### src/dcpc_pkg.sv
`timescale 1ns / 1ps
`default_nettype none

package dcpc_pkg;

    localparam int SAMPLE_W = 12;
    localparam int AMP_W    = 11;
    localparam int OFFSET_W = 13;
    localparam int SUM_W    = 15;

    localparam logic [SAMPLE_W-1:0] UPPER_RESET = 12'd2800;
    localparam logic [SAMPLE_W-1:0] LOWER_RESET = 12'd2200;
    localparam logic [SAMPLE_W-1:0] MIN_START   = 12'd1500;
    localparam logic [SAMPLE_W:0]   MARGIN      = 13'd2;

    localparam logic [2:0] CROSSINGS_PER_ROUND    = 3'd5;
    localparam logic [2:0] ROUNDS_PER_CALIBRATION = 3'd5;

    // floor(x / 5) == (x * 26215) >> 17 for every x below 2**15.
    localparam logic [SUM_W-1:0] DIV5_MULT  = 15'd26215;
    localparam int               DIV5_SHIFT = 17;

    typedef enum logic [0:0] {
        REG_UPPER_THRESHOLD = 1'b0,
        REG_LOWER_THRESHOLD = 1'b1
    } cfg_index_t;

    typedef struct packed {
        logic [SUM_W-1:0] max_one;
        logic [SUM_W-1:0] max_two;
        logic [SUM_W-1:0] min_one;
        logic [SUM_W-1:0] min_two;
    } sums_t;

    typedef struct packed {
        logic [SAMPLE_W-1:0] max_one;
        logic [SAMPLE_W-1:0] max_two;
        logic [SAMPLE_W-1:0] min_one;
        logic [SAMPLE_W-1:0] min_two;
    } averages_t;

    function automatic logic [SAMPLE_W-1:0] div5(input logic [SUM_W-1:0] x);
        logic [2*SUM_W-1:0] prod;
        prod = x * DIV5_MULT;
        return prod[DIV5_SHIFT+SAMPLE_W-1:DIV5_SHIFT];
    endfunction

endpackage

`default_nettype wire

### src/dual_channel_peak_calibration.sv
`timescale 1ns / 1ps
`default_nettype none

// Peak calibration for a pair of 12-bit sensor channels. The block takes one sample
// pair per clock cycle while s_tready is high and updates the tracked extremes,
// crossing marks and counters in that same cycle. Five crossings of channel one make a
// round, five rounds make a calibration, and the last sample pair of a calibration
// produces one result transaction through the sum register, the averaging multipliers
// and the output register. s_tready stays high unless the three-entry result pipeline
// is full and m_tready holds it back. The user must write thresholds through the cfg
// port only while the block is idle (not enforced by the block); they persist across calibrations.
module dual_channel_peak_calibration (
    input  wire logic        aclk,
    input  wire logic        aresetn,

    input  wire logic        cfg_we,
    input  wire logic [0:0]  cfg_index,
    input  wire logic [11:0] cfg_wdata,

    input  wire logic        s_tvalid,
    output logic             s_tready,
    // sample_one [11:0], sample_two [23:12]
    input  wire logic [23:0] s_tdata,

    output logic             m_tvalid,
    input  wire logic        m_tready,
    // amplitude_one [10:0], amplitude_two [21:11], center_one [33:22],
    // center_two [45:34], center_offset [58:46], zero padding [63:59]
    output logic [63:0]      m_tdata
);

    localparam int SW = dcpc_pkg::SAMPLE_W;

    logic [SW-1:0] upper_reg, lower_reg;
    logic [SW-1:0] max1_reg, max2_reg, min1_reg, min2_reg;
    logic          up_reg, down_reg;
    logic [2:0]    cross_reg, round_reg;
    dcpc_pkg::sums_t sums_reg;

    logic              p1_valid_reg, p1_valid_next;
    dcpc_pkg::sums_t   p1_sums_reg;
    logic              p2_valid_reg, p2_valid_next;
    dcpc_pkg::averages_t p2_avg_reg;
    logic              m_valid_reg, m_valid_next;
    logic [63:0]       m_data_reg, m_data_next;

    logic [SW-1:0] s1, s2;
    logic          peak1, trough1, peak2, trough2;
    logic [SW-1:0] max1_next, max2_next, min1_next, min2_next;
    logic          up_set, down_set, crossing;
    logic [2:0]    cross_inc, round_inc;
    logic          round_end, cal_end, accept;
    dcpc_pkg::sums_t sums_add;
    logic          out_free, p2_free, p1_adv, p2_adv;

    logic [SW:0]   amp1_diff, amp2_diff, c1_sum, c2_sum;
    logic [dcpc_pkg::AMP_W-1:0]    amp1, amp2;
    logic [SW-1:0] c1, c2;
    logic [dcpc_pkg::OFFSET_W-1:0] offset;

    assign s1 = s_tdata[11:0];
    assign s2 = s_tdata[23:12];

    always_comb begin
        peak1   = {1'b0, s1} >= ({1'b0, upper_reg} + dcpc_pkg::MARGIN);
        trough1 = ({1'b0, s1} + dcpc_pkg::MARGIN) <= {1'b0, lower_reg};
        peak2   = {1'b0, s2} >= ({1'b0, upper_reg} + dcpc_pkg::MARGIN);
        trough2 = ({1'b0, s2} + dcpc_pkg::MARGIN) <= {1'b0, lower_reg};

        max1_next = (peak1 && ({1'b0, s1} >= ({1'b0, max1_reg} + dcpc_pkg::MARGIN)))
                    ? s1 : max1_reg;
        max2_next = (peak2 && ({1'b0, s2} >= ({1'b0, max2_reg} + dcpc_pkg::MARGIN)))
                    ? s2 : max2_reg;
        min1_next = (trough1 && (({1'b0, s1} + dcpc_pkg::MARGIN) <= {1'b0, min1_reg}))
                    ? s1 : min1_reg;
        min2_next = (trough2 && (({1'b0, s2} + dcpc_pkg::MARGIN) <= {1'b0, min2_reg}))
                    ? s2 : min2_reg;

        up_set    = up_reg | peak1;
        down_set  = down_reg | trough1;
        crossing  = up_set & down_set;
        cross_inc = crossing ? cross_reg + 3'd1 : cross_reg;
        round_end = (cross_inc == dcpc_pkg::CROSSINGS_PER_ROUND);
        round_inc = round_reg + 3'd1;
        cal_end   = round_end && (round_inc == dcpc_pkg::ROUNDS_PER_CALIBRATION);

        sums_add.max_one = sums_reg.max_one + {3'b000, max1_next};
        sums_add.max_two = sums_reg.max_two + {3'b000, max2_next};
        sums_add.min_one = sums_reg.min_one + {3'b000, min1_next};
        sums_add.min_two = sums_reg.min_two + {3'b000, min2_next};
    end

    assign out_free = !m_valid_reg || m_tready;
    assign p2_free  = !p2_valid_reg || out_free;
    assign p2_adv   = p2_valid_reg && out_free;
    assign p1_adv   = p1_valid_reg && p2_free;
    assign s_tready = !p1_valid_reg || p2_free;
    assign accept   = s_tvalid && s_tready;

    always_ff @(posedge aclk) begin
        if (!aresetn) begin
            upper_reg <= dcpc_pkg::UPPER_RESET;
            lower_reg <= dcpc_pkg::LOWER_RESET;
        end else if (cfg_we) begin
            unique case (dcpc_pkg::cfg_index_t'(cfg_index))
                dcpc_pkg::REG_UPPER_THRESHOLD: upper_reg <= cfg_wdata;
                dcpc_pkg::REG_LOWER_THRESHOLD: lower_reg <= cfg_wdata;
                default: ;
            endcase
        end
    end

    always_ff @(posedge aclk) begin
        if (!aresetn) begin
            max1_reg  <= '0;
            max2_reg  <= '0;
            min1_reg  <= dcpc_pkg::MIN_START;
            min2_reg  <= dcpc_pkg::MIN_START;
            up_reg    <= 1'b0;
            down_reg  <= 1'b0;
            cross_reg <= '0;
            round_reg <= '0;
            sums_reg  <= '0;
        end else if (accept) begin
            up_reg   <= crossing ? 1'b0 : up_set;
            down_reg <= crossing ? 1'b0 : down_set;
            if (round_end) begin
                cross_reg <= '0;
                max1_reg  <= '0;
                max2_reg  <= '0;
                min1_reg  <= dcpc_pkg::MIN_START;
                min2_reg  <= dcpc_pkg::MIN_START;
                if (cal_end) begin
                    round_reg <= '0;
                    sums_reg  <= '0;
                end else begin
                    round_reg <= round_inc;
                    sums_reg  <= sums_add;
                end
            end else begin
                cross_reg <= cross_inc;
                max1_reg  <= max1_next;
                max2_reg  <= max2_next;
                min1_reg  <= min1_next;
                min2_reg  <= min2_next;
            end
        end
    end

    always_comb begin
        p1_valid_next = p1_valid_reg && !p1_adv;
        if (accept && cal_end) begin
            p1_valid_next = 1'b1;
        end
        p2_valid_next = p2_valid_reg && !p2_adv;
        if (p1_adv) begin
            p2_valid_next = 1'b1;
        end
        m_valid_next = m_valid_reg && !m_tready;
        if (p2_adv) begin
            m_valid_next = 1'b1;
        end
    end

    always_comb begin
        amp1_diff = {1'b0, p2_avg_reg.max_one} - {1'b0, p2_avg_reg.min_one};
        amp2_diff = {1'b0, p2_avg_reg.max_two} - {1'b0, p2_avg_reg.min_two};
        amp1 = (p2_avg_reg.max_one >= p2_avg_reg.min_one) ? amp1_diff[SW-1:1] : '0;
        amp2 = (p2_avg_reg.max_two >= p2_avg_reg.min_two) ? amp2_diff[SW-1:1] : '0;
        c1_sum = {1'b0, p2_avg_reg.max_one} + {1'b0, p2_avg_reg.min_one};
        c2_sum = {1'b0, p2_avg_reg.max_two} + {1'b0, p2_avg_reg.min_two};
        c1 = c1_sum[SW:1];
        c2 = c2_sum[SW:1];
        offset = {1'b0, c1} - {1'b0, c2};
        m_data_next = {5'b00000, offset, c2, c1, amp2, amp1};
    end

    always_ff @(posedge aclk) begin
        if (!aresetn) begin
            p1_valid_reg <= 1'b0;
            p2_valid_reg <= 1'b0;
            m_valid_reg  <= 1'b0;
        end else begin
            p1_valid_reg <= p1_valid_next;
            p2_valid_reg <= p2_valid_next;
            m_valid_reg  <= m_valid_next;
        end
    end

    always_ff @(posedge aclk) begin
        if (accept && cal_end) begin
            p1_sums_reg <= sums_add;
        end
        if (p1_adv) begin
            p2_avg_reg.max_one <= dcpc_pkg::div5(p1_sums_reg.max_one);
            p2_avg_reg.max_two <= dcpc_pkg::div5(p1_sums_reg.max_two);
            p2_avg_reg.min_one <= dcpc_pkg::div5(p1_sums_reg.min_one);
            p2_avg_reg.min_two <= dcpc_pkg::div5(p1_sums_reg.min_two);
        end
        if (p2_adv) begin
            m_data_reg <= m_data_next;
        end
    end

    assign m_tvalid = m_valid_reg;
    assign m_tdata  = m_data_reg;

    assert property (@(posedge aclk) disable iff (!aresetn)
        cross_reg < dcpc_pkg::CROSSINGS_PER_ROUND && round_reg < dcpc_pkg::ROUNDS_PER_CALIBRATION)
        else $error("crossing or round counter passed its limit");

    assert property (@(posedge aclk) disable iff (!aresetn)
        accept && cal_end |=> p1_valid_reg && round_reg == 3'd0 && sums_reg == '0)
        else $error("calibration end did not restart the sums");

    assert property (@(posedge aclk) disable iff (!aresetn)
        m_tvalid |-> m_tdata[58:46] == ({1'b0, m_tdata[33:22]} - {1'b0, m_tdata[45:34]}))
        else $error("center offset does not match the two centers");

    assert property (@(posedge aclk) disable iff (!aresetn)
        !p1_valid_reg |-> s_tready)
        else $error("input stalled with an empty result pipeline");

endmodule

`default_nettype wire
### config.mk
export PLATFORM = sky130hd
export DESIGN_NAME = dual_channel_peak_calibration
export DESIGN_NICKNAME = d
export VERILOG_FILES = /design/src/dcpc_pkg.sv /design/src/dual_channel_peak_calibration.sv
export SDC_FILE = /design/constraint.sdc
export NUM_CORES = 2
export LEC_CHECK = 0
export ABC_CLOCK_PERIOD_IN_PS = 6300
export BUFFER_PORTS_ARGS = -buffer_cell sky130_fd_sc_hd__buf_2
export CAP_MARGIN = 25
export CORE_ASPECT_RATIO = 0.75
export CORE_UTILIZATION = 55
export CTS_CLUSTER_SIZE = 40
export DETAILED_ROUTE_END_ITERATION = 8
export HOLD_SLACK_MARGIN = 0.05
export PLACE_DENSITY = 0.75
export SYNTH_ARGS = -nofsm -noshare
export SYNTH_HDL_FRONTEND = slang
export SYNTH_SLANG_ARGS = --single-unit
### constraint.sdc
create_clock -name aclk -period 6.3 [get_ports aclk]
set_input_delay 0.945 -clock aclk [delete_from_list [all_inputs] [get_ports aclk]]
set_output_delay 0.945 -clock aclk [all_outputs]
set_load 0.02 [all_outputs]
Word level (Yosys, flattened, before mapping)
Index checks and enable logic that the tools add are counted.
{ "word_totals": {"ff_bits": 310, "input_bits": 42, "out_inout_bits": 66, "wordCells": 105} }
{ "classes": {"addsub": 16, "mul": 4, "n_lt_le_gt_ge": 10, "eq_ne": 2, "mux": 17, "bitwise": 4, "reduce_logical": 24} }
{ "op_table": {"columns": ["operator", "count"], "rows": [
  ["$mul 15x15->29 const B", 4],
  ["$mux 12", 8],
  ["$add 12x2->13 const B", 5],
  ["$add 15x12->15", 4],
  ["$mux 60", 1],
  ["$ge 12x13->1", 4],
  ["$le 13x12->1", 4],
  ["$add 12x12->13", 2],
  ["$ge 12x12->1", 2],
  ["$sub 12x12->12", 2],
  ["$sub 12x12->13", 1],
  ["$logic_and 1x1->1", 12],
  ["$mux 3", 3],
  ["$add 3x1->3 const B", 2],
  ["$eq 3x3->1 const B", 2],
  ["$logic_not 1->1", 6],
  ["$reduce_and 2->1", 3],
  ["$mux 1", 5],
  ["$logic_or 1x1->1", 3],
  ["$or 1x1->1", 2],
  ["$and 1x1->1", 1],
  ["$not 1->1", 1]
]} }

Depth between registers and ports, before layout
{ "depth": {"depth_word": 9, "depth_mapped": 27, "ltp_nobuf": 26} }

Worst setup path before layout
Ideal clock, no wire load.
{ "synth_timing": {"path_type": "input to register", "startpoint": "in s_tdata[7]", "endpoint": "reg p1_sums_reg[0] (netlist name), enable pin", "setup_time_ns": 0.478, "arrival_ns": 6.141, "required_time_ns": 5.822, "path_slack_ns": -0.320, "stages": 14, "path_buffers": 3, "path_cell_list": "clkbuf_1 nand3_1 or3_1 xnor2_1 ha_1 a2111oi_0 nand2_1 o21ai_0 a21oi_1 a21oi_4 o211ai_2 buf_2 buf_2 nor2_1"} }
{ "synth_via": {"elab_chain_len": 8, "word_cells_on_any_way": 10, "classes_between": "add/sub: 1; order compare: 2; eq/ne: 1; mux: 1; bitwise: 3; reduce/logical: 2"} }
{ "synth_lines": {"columns": ["element", "line", "rtl"], "rows": [
  ["start: declaration", "dual_channel_peak_calibration.sv:23", "input wire logic [23:0] s_tdata,"],
  ["$add 12x2->13", "dual_channel_peak_calibration.sv:66", "trough1 = ({1'b0, s1} + dcpc_pkg::MARGIN) <= {1'b0, lower_reg};"],
  ["$le 13x12->1", "dual_channel_peak_calibration.sv:66", null],
  ["$or 1x1->1", "dual_channel_peak_calibration.sv:80", "down_set = down_reg | trough1;"],
  ["$and 1x1->1 (*)", "dual_channel_peak_calibration.sv:81", "crossing = up_set & down_set;"],
  ["$mux 3 (*)", "dual_channel_peak_calibration.sv:82", "cross_inc = crossing ? cross_reg + 3'd1 : cross_reg;"],
  ["$eq 3x3->1 (*)", "dual_channel_peak_calibration.sv:83", "round_end = (cross_inc == dcpc_pkg::CROSSINGS_PER_ROUND);"],
  ["$logic_and 1x1->1 (*)", "dual_channel_peak_calibration.sv:85", "cal_end = round_end && (round_inc == dcpc_pkg::ROUNDS_PER_CALIBRATION);"],
  ["$logic_and 1x1->1 (*)", "dual_channel_peak_calibration.sv:191", "if (accept && cal_end) begin"],
  ["end signal: assignment", "dual_channel_peak_calibration.sv:192", "p1_sums_reg <= sums_add;"],
  ["end: declaration", "dual_channel_peak_calibration.sv:41", "dcpc_pkg::sums_t p1_sums_reg;"]
]} }
Mark *: on every way between the ends. The rest lies on a longest branch, timed or not.
A chain may end at the register's enable or synchronous reset.

Worst setup path in the final report
{ "layout_timing": {"startpoint": "reg p1_sums_reg[57] (netlist name)", "endpoint": "reg p2_avg_reg[47] (netlist name), data pin"} }
{ "layout_via": {"elab_chain_len": 1} }
{ "layout_lines": {"columns": ["element", "line", "rtl"], "rows": [
  ["$mul 15x15->29", "dcpc_pkg.sv:44", "prod = x * DIV5_MULT;"],
  ["end: declaration", "dual_channel_peak_calibration.sv:43", "dcpc_pkg::averages_t p2_avg_reg;"]
]} }
Every way passes these cells.

==> metrics.txt <==
# TYPE chip_impl_metric gauge
chip_impl_info{name="outcome",value="finished clean"} 1
chip_impl_metric{name="quantity_of_i_o_buffers_inserted_on_ports",unit=""} 102
chip_impl_metric{name="cts_buffer_depth",unit=""} 3
chip_impl_metric{name="yosys.area_share.xor_xnor",unit="%"} 5.09
chip_impl_metric{name="detailedPlacementHpwl",unit="um"} 61500
chip_impl_metric{name="remaining_drc_errors",unit=""} 0
chip_impl_metric{name="floorplan.initialDensity",unit="%"} 56.0
chip_impl_info{name="clockRootBuffer",value="clkbuf_16"} 1
chip_impl_metric{name="synth-simple-area-share",unit="%"} 8.95
chip_impl_metric{name="final_max_slew_viol_count",unit=""} 0
chip_impl_metric{name="die-height",unit="um"} 218
chip_impl_metric{name="worst_slew_pin_slew",unit="ns"} 0.944
chip_impl_metric{name="yosysTopAreaCellShare",unit="%"} 24.5
chip_impl_metric{name="synth.yosys.seq_area_share",unit="%"} 23.1
chip_impl_metric{name="grt-ovfl-total",unit=""} 0
chip_impl_info{name="cp-end-kind",value="register"} 1
chip_impl_metric{name="fillerInstances",unit=""} 4925
chip_impl_metric{name="power_density",unit="nW/um^2"} 140
chip_impl_info{name="rsz0062_at_grt",value="yes"} 1
chip_impl_metric{name="setup-tns-final",unit="ns"} 0
chip_impl_metric{name="clkTransAtPathRegs",unit="ns"} 0.06
chip_impl_metric{name="dieArea",unit="um^2"} 63000
chip_impl_info{name="holdCritPathClass",value="register to register"} 1
chip_impl_metric{name="numCtsBuffers",unit=""} 35
chip_impl_info{name="dominant_combinational_cell_family_by_area_after_synthesis",value="adder cells"} 1
chip_impl_metric{name="share_of_total_power_in_sequential_cells",unit="%"} 42.4
chip_impl_metric{name="final.setup_skew",unit="ns"} 0.0263
chip_impl_metric{name="netlist_instances",unit=""} 3447
chip_impl_metric{name="fin_crit",unit="ns"} 6.20
chip_impl_metric{name="postLayoutSetupSlackWorst",unit="ns"} 0.101
chip_impl_metric{name="layout-drive-gt1-share",unit="%"} 9.36
chip_impl_metric{name="ctsHoldBuffers",unit=""} 0
chip_impl_metric{name="power.clock.fraction",unit="%"} 40.2
chip_impl_metric{name="place_inst",unit=""} 4367
chip_impl_metric{name="synth.yosys.warnings",unit=""} 0
chip_impl_metric{name="via_count",unit=""} 24200
chip_impl_metric{name="post_synth_instance_area",unit="um^2"} 34100
chip_impl_metric{name="io_pins",unit=""} 108
chip_impl_info{name="synthDominantAreaCellType",value="ha_1"} 1
chip_impl_metric{name="grt_first_pass_wirelength",unit="um"} 122000
chip_impl_metric{name="net_load_switching_power",unit="uW"} 1480
chip_impl_info{name="synth.top_cells.by_area",value="ha_1, fa_1, edfxtp_1"} 1
chip_impl_metric{name="power.switching_fraction",unit="%"} 28.1
chip_impl_metric{name="worst_ir_drop_vdd",unit="mV"} 0.175
chip_impl_metric{name="grt.total_usage",unit="%"} 24.1
chip_impl_metric{name="post_synth_fa_ha_maj_area_fraction",unit="%"} 42.6
chip_impl_metric{name="synthDistinctLibCells",unit=""} 78
chip_impl_metric{name="synth-compound-area-share",unit="%"} 11.0
chip_impl_metric{name="core",unit="um^2"} 60900
chip_impl_metric{name="total_power",unit="uW"} 5270
chip_impl_metric{name="cp_data_required_time",unit="ns"} 6.60
chip_impl_metric{name="dr.pass1.iters",unit=""} 6
chip_impl_info{name="timing.setup.critical_path_class",value="register to register"} 1
chip_impl_metric{name="routedWlPerCell",unit="um"} 16.9
chip_impl_metric{name="fmax",unit="MHz"} 161
chip_impl_metric{name="clock_sinks",unit=""} 310
chip_impl_metric{name="power.share.combinational",unit="%"} 17.4
chip_impl_metric{name="n_antenna_cell",unit=""} 0
chip_impl_metric{name="first_iter_violations",unit=""} 1523
chip_impl_metric{name="synth_seq_cells",unit=""} 310
chip_impl_metric{name="pre_cts_ws",unit="ns"} -0.0809
chip_impl_metric{name="routed_via_density",unit=""} 5.43
chip_impl_metric{name="power.static_leakage",unit="uW"} 0.0186
chip_impl_metric{name="clkLatencyLatePin",unit="ns"} 0.58
chip_impl_metric{name="layout_worst_path_cycle_share",unit="%"} 98.4
chip_impl_metric{name="synth-edff-count",unit=""} 167
chip_impl_metric{name="worst_ep_arrival_time",unit="ns"} 6.50
chip_impl_metric{name="grt_max_degree",unit=""} 61
chip_impl_metric{name="num-nets-final",unit=""} 4645
chip_impl_metric{name="die-width",unit="um"} 290
chip_impl_metric{name="setup_viol_count_final",unit=""} 0
chip_impl_info{name="postSynth.topFlopCell",value="edfxtp_1"} 1
chip_impl_metric{name="cts-htree-levels",unit=""} 2
chip_impl_metric{name="antenna_found_initial",unit=""} 0
chip_impl_metric{name="worstPathMaxFanout",unit=""} 3
chip_impl_info{name="clock_tree_from_tritoncts",value="done"} 1
chip_impl_metric{name="ant_nets",unit=""} 0
chip_impl_info{name="startpoint_class_of_the_critical_path",value="register"} 1
chip_impl_metric{name="fin_cells",unit=""} 4453
chip_impl_metric{name="num_rows",unit=""} 78
chip_impl_metric{name="syn_to_final_growth",unit="%"} 10.1
chip_impl_metric{name="final_hold_viol_count",unit=""} 0
chip_impl_metric{name="ff2ff_setup_slack",unit="ns"} 0.10
chip_impl_metric{name="timing.slew.headroom",unit="%"} 36.8
chip_impl_metric{name="grt_pass1_vias",unit=""} 24000
chip_impl_metric{name="syn-mean-instance-area",unit="um^2"} 9.89
chip_impl_metric{name="synthArstFlopShare",unit="%"} 0
chip_impl_metric{name="finalWirelength",unit="um"} 75100
chip_impl_metric{name="yosys-mux-area-fraction",unit="%"} 0.727
chip_impl_metric{name="internal_power",unit="uW"} 3790
chip_impl_metric{name="max_cap_viol_count",unit=""} 0
chip_impl_metric{name="globalplace.congestion",unit=""} 0.947
==> worst max-delay path: stages, from the launching register on <==
cell      delay, ns
edfxtp_1       0.36
inv_2          0.07
buf_6          0.12
fa_1           0.50
inv_1          0.07
ha_4           0.25
inv_1          0.04
fa_1           0.50
inv_2          0.05
fa_2           0.38
fa_1           0.51
inv_1          0.06
fa_1           0.53
inv_1          0.06
ha_4           0.22
a21oi_2        0.13
o21ai_1        0.08
or4_1          0.53
o2111a_1       0.29
a311oi_2       0.34
o21bai_2       0.12
a21o_1         0.18
a211o_1        0.33
a21oi_2        0.14
xnor2_1        0.08
==> worst paths after layout <==
path | cells past startpoint | from | end
worst max-delay path | 24 | p1_sums_reg[57]$_DFFE_PP_ | p2_avg_reg[47]$_DFFE_PP_
worst min-delay path | 2 | sums_reg[35]$_SDFFE_PN0P_ | sums_reg[35]$_SDFFE_PN0P_
worst max register to register | 24 | p1_sums_reg[57]$_DFFE_PP_ | p2_avg_reg[47]$_DFFE_PP_
worst min register to register | 2 | sums_reg[35]$_SDFFE_PN0P_ | sums_reg[35]$_SDFFE_PN0P_
==> area by class of cell <==
| cell class | instances | area [um^2] | share of cell area, % |
|---|---|---|---|
| Timing Repair Buffer | 212 | 1340 | 3.58 |
| Multi-Input combinational cell | 2389 | 23600 | 62.9 |
| Clock inverter | 17 | 199 | 0.530 |
| Sequential cell | 310 | 7880 | 21.0 |
| Inverter | 679 | 2550 | 6.79 |
| Clock buffer | 46 | 968 | 2.58 |
| Tap cell | 800 | 1000 | 2.67 |
==> routing by layer <==
layer / track usage [%] / routed length [um]
met1: 36.1 / 36800
met2: 35.6 / 31500
met3: 4.81 / 5420
met4: 5.31 / 1400
met5: 0 / 0
==> metrics by stage <==
stage / utilization [%] / area (um^2) / hold WS, ns
finish: 61.6 / 37500 / 0.455
global route: 61.6 / 37500 / 0.477
global placement: 59.1 / 36000 / 0.442
floorplan: - / 34100 / 0.435
CTS: 61.1 / 37200 / 0.457
detailed placement: 59.1 / 36000 / 0.449
==> power groups by stage <==
stage               logic [uW]  registers (uW)  clock network, uW
floorplan                  661            2270                  0
global placement           881            2280                  0
detailed placement         898            2280                  0
CTS                        905            2230               2150
global route              1020            2240               2230
finish                     918            2240               2120
==> cells by family after synthesis <==
kind of cell | Yosys count
other | 1
DFF | 310
xor gates and xnor gates | 198
muxes | 22
AOI/OAI and AO/OA | 550
adders and majority gates | 977
buffers and inverters | 752
and+or+nand+nor | 637
==> placed cells by master, fill, tap and decap left out, types with 24 or more instances in the layout <==
| cell type | Yosys | routed |
|---|---|---|
| nor2_1 | 136 | 134 |
| xnor2_1 | 133 | 133 |
| nand4_1 | 25 | 25 |
| a22o_1 | 34 | 34 |
| clkbuf_16 | 0 | 36 |
| buf_4 | 8 | 108 |
| edfxtp_1 | 167 | 167 |
| and3_1 | 25 | 25 |
| nand2b_1 | 25 | 25 |
| o21bai_1 | 25 | 24 |
| a21o_1 | 38 | 38 |
| o21ai_0 | 102 | 102 |
| xor2_1 | 65 | 65 |
| nor2b_1 | 42 | 41 |
| fa_1 | 309 | 307 |
| nand3_1 | 102 | 102 |
| dfxtp_1 | 143 | 143 |
| nor3_1 | 41 | 41 |
| a21boi_0 | 30 | 29 |
| buf_2 | 12 | 102 |
| a21oi_1 | 113 | 106 |
| o21a_1 | 25 | 25 |
| nand2_1 | 187 | 186 |
| ha_1 | 667 | 657 |
| a21boi_1 | 50 | 50 |
| inv_1 | 679 | 668 |
==> cells in the mapped netlist (30+ instances only) <==
library cell and count:
dfxtp_1 143, ha_1 667, a21oi_1 113, a21boi_1 50, a21o_1 38, fa_1 309, xnor2_1 133, nor3_1 41
nand2_1 187, inv_1 679, nand3_1 102, nor2b_1 42, a22o_1 34, o21ai_0 102, xor2_1 65, a21boi_0 30
edfxtp_1 167, nor2_1 136, clkbuf_1 46
==> what timing repair did <==
action                                  CTS  global route
endpoints found under the setup margin    3            13
pin swaps                                 1            37
gates resized for setup                   1            39
buffers inserted                          1            22
No activity file was read; power rests on OpenSTA's default activity.
